[config.mk]
export PLATFORM = sky130hd
export DESIGN_NAME = fmva_control
export DESIGN_NICKNAME = d
export VERILOG_FILES = /design/src/design/fmva_pkg.sv /design/src/design/fmva_control.sv
export SDC_FILE = /design/constraint.sdc
export NUM_CORES = 1
export LEC_CHECK = 0
export BUFFER_PORTS_ARGS = -buffer_cell sky130_fd_sc_hd__buf_2
export CAP_MARGIN = 30
export CORE_AREA = 2 2 39 41
export DETAILED_ROUTE_END_ITERATION = 10
export DIE_AREA = 0 0 41 43
export GPL_ROUTABILITY_DRIVEN = 0
export MAX_ROUTING_LAYER = met4
export PLACE_DENSITY = 0.75
export SETUP_SLACK_MARGIN = 0.05
export SYNTH_ARGS = -nofsm -noshare
export SYNTH_HDL_FRONTEND = slang
export SYNTH_SLANG_ARGS = --single-unit
[constraint.sdc]
create_clock -name clk -period 3.5 [get_ports clk]
set_input_delay 0 -clock clk [delete_from_list [all_inputs] [get_ports clk]]
set_output_delay 0 -clock clk [all_outputs]
set_load 0.05 [all_outputs]
[src/design/fmva_pkg.sv]
`default_nettype none
package fmva_pkg;

  localparam int CHANNELS    = 16;
  localparam int PATCH_WORDS = 16;
  localparam int WORDS_READ  = 5;

  localparam logic [2:0] KIND_NOTE_ON    = 3'd0;
  localparam logic [2:0] KIND_NOTE_OFF   = 3'd1;
  localparam logic [2:0] KIND_PITCH_BEND = 3'd2;
  localparam logic [2:0] KIND_CONTROLLER = 3'd3;
  localparam logic [2:0] KIND_PROGRAM    = 3'd4;
  localparam logic [2:0] KIND_LOAD_PATCH = 3'd5;
  localparam logic [2:0] KIND_SILENCE    = 3'd6;

  localparam logic [2:0] WORD_FIX    = 3'd0;
  localparam logic [2:0] WORD_MODFCN = 3'd1;
  localparam logic [2:0] WORD_LEVEL  = 3'd2;
  localparam logic [2:0] WORD_CARFCN = 3'd3;
  localparam logic [2:0] WORD_CARLVL = 3'd4;

  localparam logic [6:0] CTRL_VOLUME   = 7'd7;
  localparam logic [3:0] DRUM_CHANNEL  = 4'd8;
  localparam logic [6:0] VOLUME_RESET  = 7'd127;
  localparam logic [7:0] BEND_RESET    = 8'd128;
  localparam logic [7:0] MASTER_RESET  = 8'd15;
  localparam logic [3:0] FN_MELODIC    = 4'd5;
  localparam logic [3:0] FN_DRUM       = 4'd7;

  localparam logic [19:0] NOTE_STEP [128] = '{
    20'd134, 20'd142, 20'd150, 20'd159, 20'd169, 20'd179, 20'd189, 20'd201,
    20'd213, 20'd225, 20'd239, 20'd253, 20'd268, 20'd284, 20'd301, 20'd319,
    20'd338, 20'd358, 20'd379, 20'd401, 20'd425, 20'd451, 20'd477, 20'd506,
    20'd536, 20'd568, 20'd601, 20'd637, 20'd675, 20'd715, 20'd758, 20'd803,
    20'd851, 20'd901, 20'd955, 20'd1011, 20'd1072, 20'd1135, 20'd1203, 20'd1274,
    20'd1350, 20'd1430, 20'd1515, 20'd1606, 20'd1701, 20'd1802, 20'd1909, 20'd2023,
    20'd2143, 20'd2271, 20'd2406, 20'd2549, 20'd2700, 20'd2861, 20'd3031, 20'd3211,
    20'd3402, 20'd3604, 20'd3819, 20'd4046, 20'd4286, 20'd4541, 20'd4811, 20'd5098,
    20'd5401, 20'd5722, 20'd6062, 20'd6422, 20'd6804, 20'd7209, 20'd7638, 20'd8092,
    20'd8573, 20'd9083, 20'd9623, 20'd10195, 20'd10801, 20'd11444, 20'd12124,
    20'd12845, 20'd13609, 20'd14418, 20'd15275, 20'd16184, 20'd17146, 20'd18165,
    20'd19246, 20'd20390, 20'd21602, 20'd22887, 20'd24248, 20'd25690, 20'd27217,
    20'd28836, 20'd30551, 20'd32367, 20'd34292, 20'd36331, 20'd38491, 20'd40780,
    20'd43205, 20'd45774, 20'd48496, 20'd51380, 20'd54435, 20'd57672, 20'd61101,
    20'd64734, 20'd68584, 20'd72662, 20'd76982, 20'd81560, 20'd86410, 20'd91548,
    20'd96992, 20'd102759, 20'd108870, 20'd115343, 20'd122202, 20'd129469,
    20'd137167, 20'd145324, 20'd153965, 20'd163120, 20'd172820, 20'd183096,
    20'd193984, 20'd205519
  };

  typedef struct packed {
    logic [2:0]  kind;
    logic [3:0]  channel;
    logic [6:0]  note;
    logic [6:0]  velocity;
    logic [6:0]  ctrl_number;
    logic [6:0]  ctrl_value;
    logic [13:0] bend;
    logic [6:0]  program_req;
    logic [7:0]  patch_index;
    logic [3:0]  patch_word_index;
    logic [31:0] patch_word;
  } msg_t;

  typedef struct packed {
    logic [6:0]  reg_index;
    logic [31:0] reg_value;
    logic        clear_all;
    logic        last;
  } res_t;

  typedef struct packed {
    logic       take;
    logic       slot_div;
    logic       slot_fix;
    logic       rd_issue;
    logic [2:0] rd_idx;
    logic       vol_mul;
    logic       vol_scale;
    logic       lvl_mul;
    logic       alloc;
    logic       calc;
    logic       off_check;
    logic       emit_first;
    logic       emit_second;
  } cmd_t;

  typedef struct packed {
    logic alloc_ok;
    logic off_ok;
    logic res_two;
    logic out_free;
  } sts_t;

endpackage
`default_nettype wire

[src/design/fmva_control.sv]
`default_nettype none
module fmva_control (
  input  wire logic           clk,
  input  wire logic           rst,
  input  wire logic           msg_valid,
  input  wire logic [2:0]     msg_kind,
  input  wire fmva_pkg::sts_t sts,
  output fmva_pkg::cmd_t      cmd,
  output logic                busy
);

  typedef enum logic [3:0] {
    S_IDLE, S_DIV, S_FIX, S_READ, S_VOL, S_SCALE, S_MUL, S_ALLOC, S_CALC,
    S_OFF, S_EMIT1, S_EMIT2
  } state_t;

  state_t     state;
  logic [2:0] cnt;

  always_comb begin
    cmd             = '0;
    cmd.take        = (state == S_IDLE) && msg_valid;
    cmd.slot_div    = (state == S_DIV);
    cmd.slot_fix    = (state == S_FIX);
    cmd.rd_issue    = (state == S_READ);
    cmd.rd_idx      = cnt;
    cmd.vol_mul     = (state == S_VOL);
    cmd.vol_scale   = (state == S_SCALE);
    cmd.lvl_mul     = (state == S_MUL);
    cmd.alloc       = (state == S_ALLOC);
    cmd.calc        = (state == S_CALC);
    cmd.off_check   = (state == S_OFF);
    cmd.emit_first  = (state == S_EMIT1) && sts.out_free;
    cmd.emit_second = (state == S_EMIT2) && sts.out_free;
  end

  assign busy = (state != S_IDLE);

  always_ff @(posedge clk) begin
    if (rst) begin
      state <= S_IDLE;
      cnt   <= '0;
    end else begin
      case (state)
        S_IDLE: begin
          cnt <= '0;
          if (msg_valid) begin
            case (msg_kind)
              fmva_pkg::KIND_NOTE_ON:  state <= S_DIV;
              fmva_pkg::KIND_NOTE_OFF: state <= S_OFF;
              fmva_pkg::KIND_SILENCE:  state <= S_EMIT1;
              default:                 state <= S_IDLE;
            endcase
          end
        end
        S_DIV: state <= S_FIX;
        S_FIX: state <= S_READ;
        S_READ: begin
          cnt <= cnt + 3'd1;
          if (cnt == 3'(fmva_pkg::WORDS_READ - 1)) begin
            state <= S_VOL;
          end
        end
        S_VOL:   state <= S_SCALE;
        S_SCALE: state <= S_MUL;
        S_MUL:   state <= S_ALLOC;
        S_ALLOC: state <= sts.alloc_ok ? S_CALC : S_IDLE;
        S_CALC:  state <= S_EMIT1;
        S_OFF:   state <= sts.off_ok ? S_EMIT1 : S_IDLE;
        S_EMIT1: begin
          if (sts.out_free) begin
            state <= sts.res_two ? S_EMIT2 : S_IDLE;
          end
        end
        S_EMIT2: begin
          if (sts.out_free) begin
            state <= S_IDLE;
          end
        end
        default: state <= S_IDLE;
      endcase
    end
  end

  a_emit_free: assert property (@(posedge clk) disable iff (rst)
    (cmd.emit_first || cmd.emit_second) |-> sts.out_free)
    else $error("result loaded while output register full");

  a_take_idle: assert property (@(posedge clk) disable iff (rst)
    cmd.take |=> (state != S_IDLE) || !(($past(msg_kind) == fmva_pkg::KIND_NOTE_ON) ||
                  ($past(msg_kind) == fmva_pkg::KIND_NOTE_OFF) ||
                  ($past(msg_kind) == fmva_pkg::KIND_SILENCE)))
    else $error("result-bearing transfer did not leave idle");

  a_read_count: assert property (@(posedge clk) disable iff (rst)
    (state == S_READ) |-> (cnt < 3'(fmva_pkg::WORDS_READ)))
    else $error("patch read count overrun");

endmodule
`default_nettype wire

==> results.md, run 1 <==
* DRT iter0 DRCs at 5
* Synth cell types at 31
* Largest net degree at the start of global routing at 17
* Yosys reg bits at 7
* Synth top area share at 23.9%
* Final std cells w/o fill at 123
* Hold Path End: state[0]$_SDFFE_PP0P_
* Pwr dens at 426 mW/mm^2
* Die area at 0.00176 sq mm
* Slew Viols, Final at 0
* H-tree levels at 1
* Min cycle time layout at 1.75 ns
* Initial antenna violation count at 0
* Crit-path slowest cell: dfxtp_1
* Critical Path Max Stage Delay at 0.58 ns
* Setup ws final at 1.75 ns
* Final setup fails at 0
* Via count at 643
* Clk root buf: clkbuf_4
* Die Ht at 43 um
* Vias in the first global route at 511
* Initial Util at 42.3%
* CP Class: reg -> out
* CP Capture Type: primary output
* Wirelength per Cell at 10.9 um
* Ant diodes at 0
* Max Cap Violations at 0
* Cell count after placement at 118
* Global-route wire length before repair at 2120 um
* Clk sinks at 7
* R2r setup slk at 1.83 ns
* Setup TNS at 0 ns
* Critical Path Fanout Max at 13
* WL final at 1340 um
* Setup Fix Bufs, Post-CTS at 0
* Period utilization at 50.1%
* Fill cells at 152
* Netlist Area Pre-Place at 586 sq um
* Placement row count at 14
* Synth area leaders: dfxtp_1, nor2_1, a21oi_1, nor3_1, nand2_1
* Largest delay contributor family on the critical path: simple AND/OR/NAND/NOR gates
* CTS tree: yes
* Multi-input gate area at 397 sq um
* P_leak at 0.349 nW
* Avg Cell Area, Syn at 7.14 sq um
* Cell count after synthesis at 82
* Critical Path Stages at 3
* Chip Width at 41 um
* Yosys top cell by area: dfxtp_1
* CTS clk-pin slew, worst paths at 0.06 ns
* Worst min path class: in -> reg
* GRT Total Usage at 17.2%
* Worst-path cell chain: nand2_1 > nor3_2 > buf_2
* Place WS at 1.85 ns
* Clk_skew at 0.00575 ns
* DRC viols at 0
* Share of layout cells above drive strength 1 at 31.8%
* Startpoint Class: flop
* Syn nets at 94
* I/O Buffers at 25
* Pre-antenna DRT Iters at 3
* Hold slack final at 0.0176 ns
* Worst vdd ir at 0.191 mV
* Number of CTS-inserted buffers at 3
* Worst reg2reg endpoint: state[0]$_SDFFE_PP0P_
* Hold path start: rst
* Total grt overflow at 0
* Syn-to-layout area delta at 25.9%
* Slew HR at 64.4%
* Layout Nets at 120
* Clk buf depth at 2
* CP bufs+invs at 1
* Status: finished clean
* Util after Layout at 53.3%
* RSZ-0062 raised after global routing: false
* Worst EP required at 3.50 ns
* FF-to-FF path depth at 5
* Top Ports at 26
* Worst hold path depth at 2
* Worst skew pair latency at 0.25 ns
* Register area at 140 sq um
* Worst-Margin Slew at 0.529 ns
* Yosys warns at 0
* Max Freq at 570 MHz
* Final hold violations at 0
* Sequential area share after synthesis at 23.9%
* FF-to-FF Start: state[3]$_SDFFE_PP0P_
* Final HPWL DP at 1050 um
* Core ar. at 0.00138 sq mm
* Post-DRT Antenna Nets at 0
* Worst EP arrival at 1.75 ns
* Drt via density at 5.23
## cell usage after synthesis
cell / count
a21oi_1: 7
a21oi_2: 2
a22o_1: 1
a22oi_1: 1
a2bb2oi_1: 1
a311o_1: 1
a31oi_1: 1
and2_1: 1
buf_1: 1
buf_2: 3
buf_6: 1
dfxtp_1: 7
ha_1: 2
inv_1: 5
mux2i_1: 1
nand2_1: 7
nand2b_1: 4
nand3b_1: 1
nor2_1: 13
nor2b_1: 3
nor3_1: 7
nor3_2: 1
nor4_2: 1
o21ai_0: 2
o21ai_1: 1
o21ba_1: 1
o21bai_2: 1
o41ai_1: 1
or3_1: 2
or4_4: 1
xor2_1: 1
## registers in the layout, summed over array words and instances (netlist names)
signal,flops
state,4
cnt,3
## kinds of logic (layout without fill, tap and decap cells)
family                   after synthesis  after routing  synth area share (%)
buffers and inverters                 10             35                  8.33
AND/OR/NAND/NOR                       41             41                  36.5
multiplexers                           1              1                  1.71
adder cells (fa/ha/maj)                2              2                  4.27
XOR/XNOR                               1              1                  1.50
AO/OA/AOI/OAI                         20             20                  23.7
flip-flops                             7              7                  23.9
## how the worst max path moves through the flow
| stage | slack, ns | from | to |
|---|---|---|---|
| CTS | 1.72 | state[3]$_SDFFE_PP0P_ | cmd[14] |
| finish | 1.75 | state[1]$_SDFFE_PP0P_ | cmd[11] |
| global route | 1.61 | state[3]$_SDFFE_PP0P_ | cmd[14] |
| global placement | 1.88 | state[1]$_SDFFE_PP0P_ | cnt[2]$_SDFFE_PP0P_ |
| detailed placement | 1.85 | state[3]$_SDFFE_PP0P_ | state[0]$_SDFFE_PP0P_ |
| floorplan | 1.64 | state[3]$_SDFFE_PP0P_ | state[3]$_SDFFE_PP0P_ |
## placed cells by master, fill, tap and decap left out, drive strengths merged
master / n
buf: 25
nor2: 13
a21oi: 9
nor3: 8
nand2: 7
dfxtp: 7
inv: 5
nand2b: 4
clkbuf: 4
nor2b: 3
o21ai: 3
or3: 2
ha: 2
nor4: 1
and2: 1
a22oi: 1
mux2i: 1
or4: 1
nand3b: 1
a31oi: 1
o21bai: 1
o21ba: 1
a2bb2oi: 1
a22o: 1
a311o: 1
o41ai: 1
xor2: 1
dlygate4sd3: 1
## repair_timing
action / in CTS / in global routing
endpoints found under the setup margin: 0 / 0
endpoints found under the hold margin: 1 / 0
gates resized for setup: 0 / 0
hold buffers: 1 / 0
## layout make-up
cell class              instances  area share (%)
clock buffers                   4            3.57
inverters                       5            2.55
multi-input cells              65            53.8
flip-flops and latches          7            19.0
well taps                      16            2.72
repair buffers                 26            18.3
## report_power, final
group | switching (mW) | internal [mW] | leakage, nW
Combinational | 0.0903 | 0.0466 | 0.277
Clock | 0.0304 | 0.0436 | 0.0150
Sequential | 0.0179 | 0.0853 | 0.0567
## layer usage
metal,vias up,GRT usage (%),wire [um]
li1,340,-,-
met5,-,-,0
met1,291,22.6,635
met4,0,2.00,0
met3,0,4.71,46
met2,12,26.6,654
## metrics by stage
stage	power [mW]	instance area, sq um
after floorplan	0.215	586
after global routing	0.333	737
after global placement	0.240	701
final	0.314	737
after CTS	0.318	737
after detailed placement	0.241	701
Power figures use the tool's default switching activity.
==> run 2, diff against run 1 <==
--- a/config.mk
+++ b/config.mk
@@ -7,12 +7,12 @@
 export LEC_CHECK = 0
 export BUFFER_PORTS_ARGS = -buffer_cell sky130_fd_sc_hd__buf_2
 export CAP_MARGIN = 30
-export CORE_AREA = 2 2 39 41
+export CORE_MARGIN = 2
+export CORE_UTILIZATION = 40
 export DETAILED_ROUTE_END_ITERATION = 10
-export DIE_AREA = 0 0 41 43
 export GPL_ROUTABILITY_DRIVEN = 0
 export MAX_ROUTING_LAYER = met4
-export PLACE_DENSITY = 0.75
+export PLACE_DENSITY = 0.72
 export SETUP_SLACK_MARGIN = 0.05
 export SYNTH_ARGS = -nofsm -noshare
 export SYNTH_HDL_FRONTEND = slang
==> constraint.sdc (replaced) <==
create_clock -name clk -period 1.4 [get_ports clk]
set_input_delay 0 -clock clk [delete_from_list [all_inputs] [get_ports clk]]
set_output_delay 0 -clock clk [all_outputs]
set_load 0.05 [all_outputs]
==> run 2 against run 1 <==
  * The flow now finishes with violations (setup timing)
  * First-iteration DRC count grew to 12 times the previous value
  * Sequential share of layout area shrank 6.3 points
  * Die area grew 1.3%
  * Combinational power grew to 6.1 times the previous value
  * Critical endpoint is now state[0]$_SDFFE_PP0P_
==> results.md, run 2 (synthesis gave the netlist of run 1 again) <==
* Status: finished with violations
* Violated checks: setup timing
* Drt via density at 6.40 (+22%)
* Period utilization at 116%
* Pre-antenna DRT Iters at 7 (+4)
* Vias in the first global route at 844 (+65%)
* Commonest non-fill, non-tap cell in the layout: buf_6
* Via count at 947 (+47%)
* Critical Path Fanout Max at 3 (-10)
* Hold slack final at 0.0197 ns (+0.00208 ns)
* P_leak at 0.518 nW (+49%)
* Initial Util at 43.9% (+1.6 points)
* Total grt overflow at 0 (unchanged)
* Worst EP required at 1.56 ns (-1.94 ns)
* Slew Viols, Final at 0 (unchanged)
* Worst min path class: in -> reg
* GRT Total Usage at 32.4% (+15 points)
* Syn-to-layout area delta at 111%
* Chip Width at 42.3 um (+3.1%)
* Clk root buf: clkbuf_4
* Clk_skew at 0.00309 ns (-0.00266 ns)
* WL final at 3370 um (+150%)
* Pwr dens at 1010 mW/mm^2 (+140%)
* Worst EP arrival at 1.79 ns (+0.04 ns)
* Final HPWL DP at 1350 um (+28%)
* Final setup fails at 13 (+13)
* Wirelength per Cell at 22.7 um (+110%)
* Multi-input gate area at 563 sq um (+42%)
* Leading registers by flop count: state (4), cnt (3)
* Setup TNS at -1.14 ns (-1.14 ns)
* Layout Nets at 146 (+22%)
* Largest net degree at the start of global routing at 16 (-1)
* DRT iter0 DRCs at 58 (+53)
* Final hold violations at 0 (unchanged)
* Min cycle time layout at 1.63 ns
* Max Freq at 615 MHz
* Worst vdd ir at 1.03 mV (+440%)
* RSZ-0062 raised after global routing: true
* I/O Buffers at 25 (unchanged)
* Top Ports at 26 (unchanged)
* Cell count after placement at 133 (+13%)
* Global-route wire length before repair at 4200 um (+98%)
* Final std cells w/o fill at 148 (+20%)
* Most frequent cells in the layout: buf_6, buf_4, buf_2
* CP Capture Type: flop
* Core ar. at 0.00133 sq mm (-3.6%)
* CTS tree: yes
* CTS clk-pin slew, worst paths at 0.05 ns (about the same)
* Slew HR at 82.3% (+18 points)
* Placed Area at 865 sq um (+23%)
* Share of layout cells above drive strength 1 at 67.7% (+36 points)
* Initial antenna violation count at 0 (unchanged)
* Max Cap Violations at 0 (unchanged)
* DRC viols at 0 (unchanged)
* Startpoint Class: flop
* Clk buf depth at 2 (unchanged)
* Clk sinks at 7 (unchanged)
* CP Class: reg -> reg
* Number of CTS-inserted buffers at 3 (unchanged)
* Die Ht at 42.3 um (-1.7%)
* Flip-flop count of the largest register after layout at 4 (unchanged)
* Fill cells at 50 (-67%)
* Ant diodes at 0 (unchanged)
* Post-DRT Antenna Nets at 0 (unchanged)
* Worst skew pair latency at 0.25 ns (about the same)
* Worst-Margin Slew at 0.264 ns (-0.265 ns)
* Setup ws final at -0.226 ns (-1.97 ns)
* H-tree levels at 1 (unchanged)
* Final Cell Area at 0.00124 sq mm (+68%)
* Placement row count at 13 (-1)
* Register area at 158 sq um (+13%)
* Die area at 0.00179 sq mm (+1.3%)
* Place WS at -0.0734 ns (-1.93 ns)
* Largest Register: state
[run 2: changes by cell type in the layout (fill, tap and decap cells not counted), sizes merged]
cell	change
buf	+27
dlygate4sd3	-1
[run 2: cell type report]
| class | count | area share (%) |
|---|---|---|
| Multi-Input combinational cell | 65 | 45.5 |
| Sequential cell | 7 | 12.8 |
| Inverter | 5 | 1.52 |
| Tap cell | 15 | 1.52 |
| Timing Repair Buffer | 52 | 36.5 |
| Clock buffer | 4 | 2.13 |
[run 2: power breakdown]
part           switching, mW  leakage (nW)  internal (mW)
registers             0.0209        0.0608          0.212
logic                  0.436         0.443          0.400
clock network         0.0761        0.0150          0.109
[run 2: repair_timing]
item                                    CTS  global route
endpoints found under the setup margin   19            18
gates resized for setup                  55            16
pin swaps                                 7             5
buffers inserted                          9             3
hold endpoints to repair                  0             0
hold buffers                              0             0
[run 2: through the flow]
step	power, mW	util [%]
6_report	1.25	92.7
5_1_grt	1.30	92.7
4_1_cts	1.11	85.9
3_5_place_dp	0.700	64.8
3_3_place_gp	0.696	64.8
2_1_floorplan	0.554	-
[run 2: path summary, 6_finish.rpt]
kind | from | to | slack, ns | depth (start not counted)
worst max-delay path | cnt[0]$_SDFFE_PP0P_ | state[0]$_SDFFE_PP0P_ | -0.23 | 7
worst min-delay path | sts[0] | state[3]$_SDFFE_PP0P_ | 0.02 | 2
worst max register to register | cnt[0]$_SDFFE_PP0P_ | state[0]$_SDFFE_PP0P_ | -0.23 | 7
worst min register to register | cnt[2]$_SDFFE_PP0P_ | cnt[2]$_SDFFE_PP0P_ | 0.59 | 2
[run 2: per-layer routing]
layer  global-route usage (%)  vias up  share of wire, %
met5                        -        -                 0
li1                         -      388                 -
met4                     15.0        0               6.4
met2                     48.0       90                48
met3                     9.05       33               9.5
met1                     40.5      436                36
[run 2: worst max-delay path, cell delays in order, from the launching register on]
cell	delay, ns
dfxtp_4	0.34
inv_1	0.07
ha_2	0.21
a21oi_1	0.09
nor2_2	0.16
o21bai_4	0.10
or3_1	0.38
a21oi_1	0.19
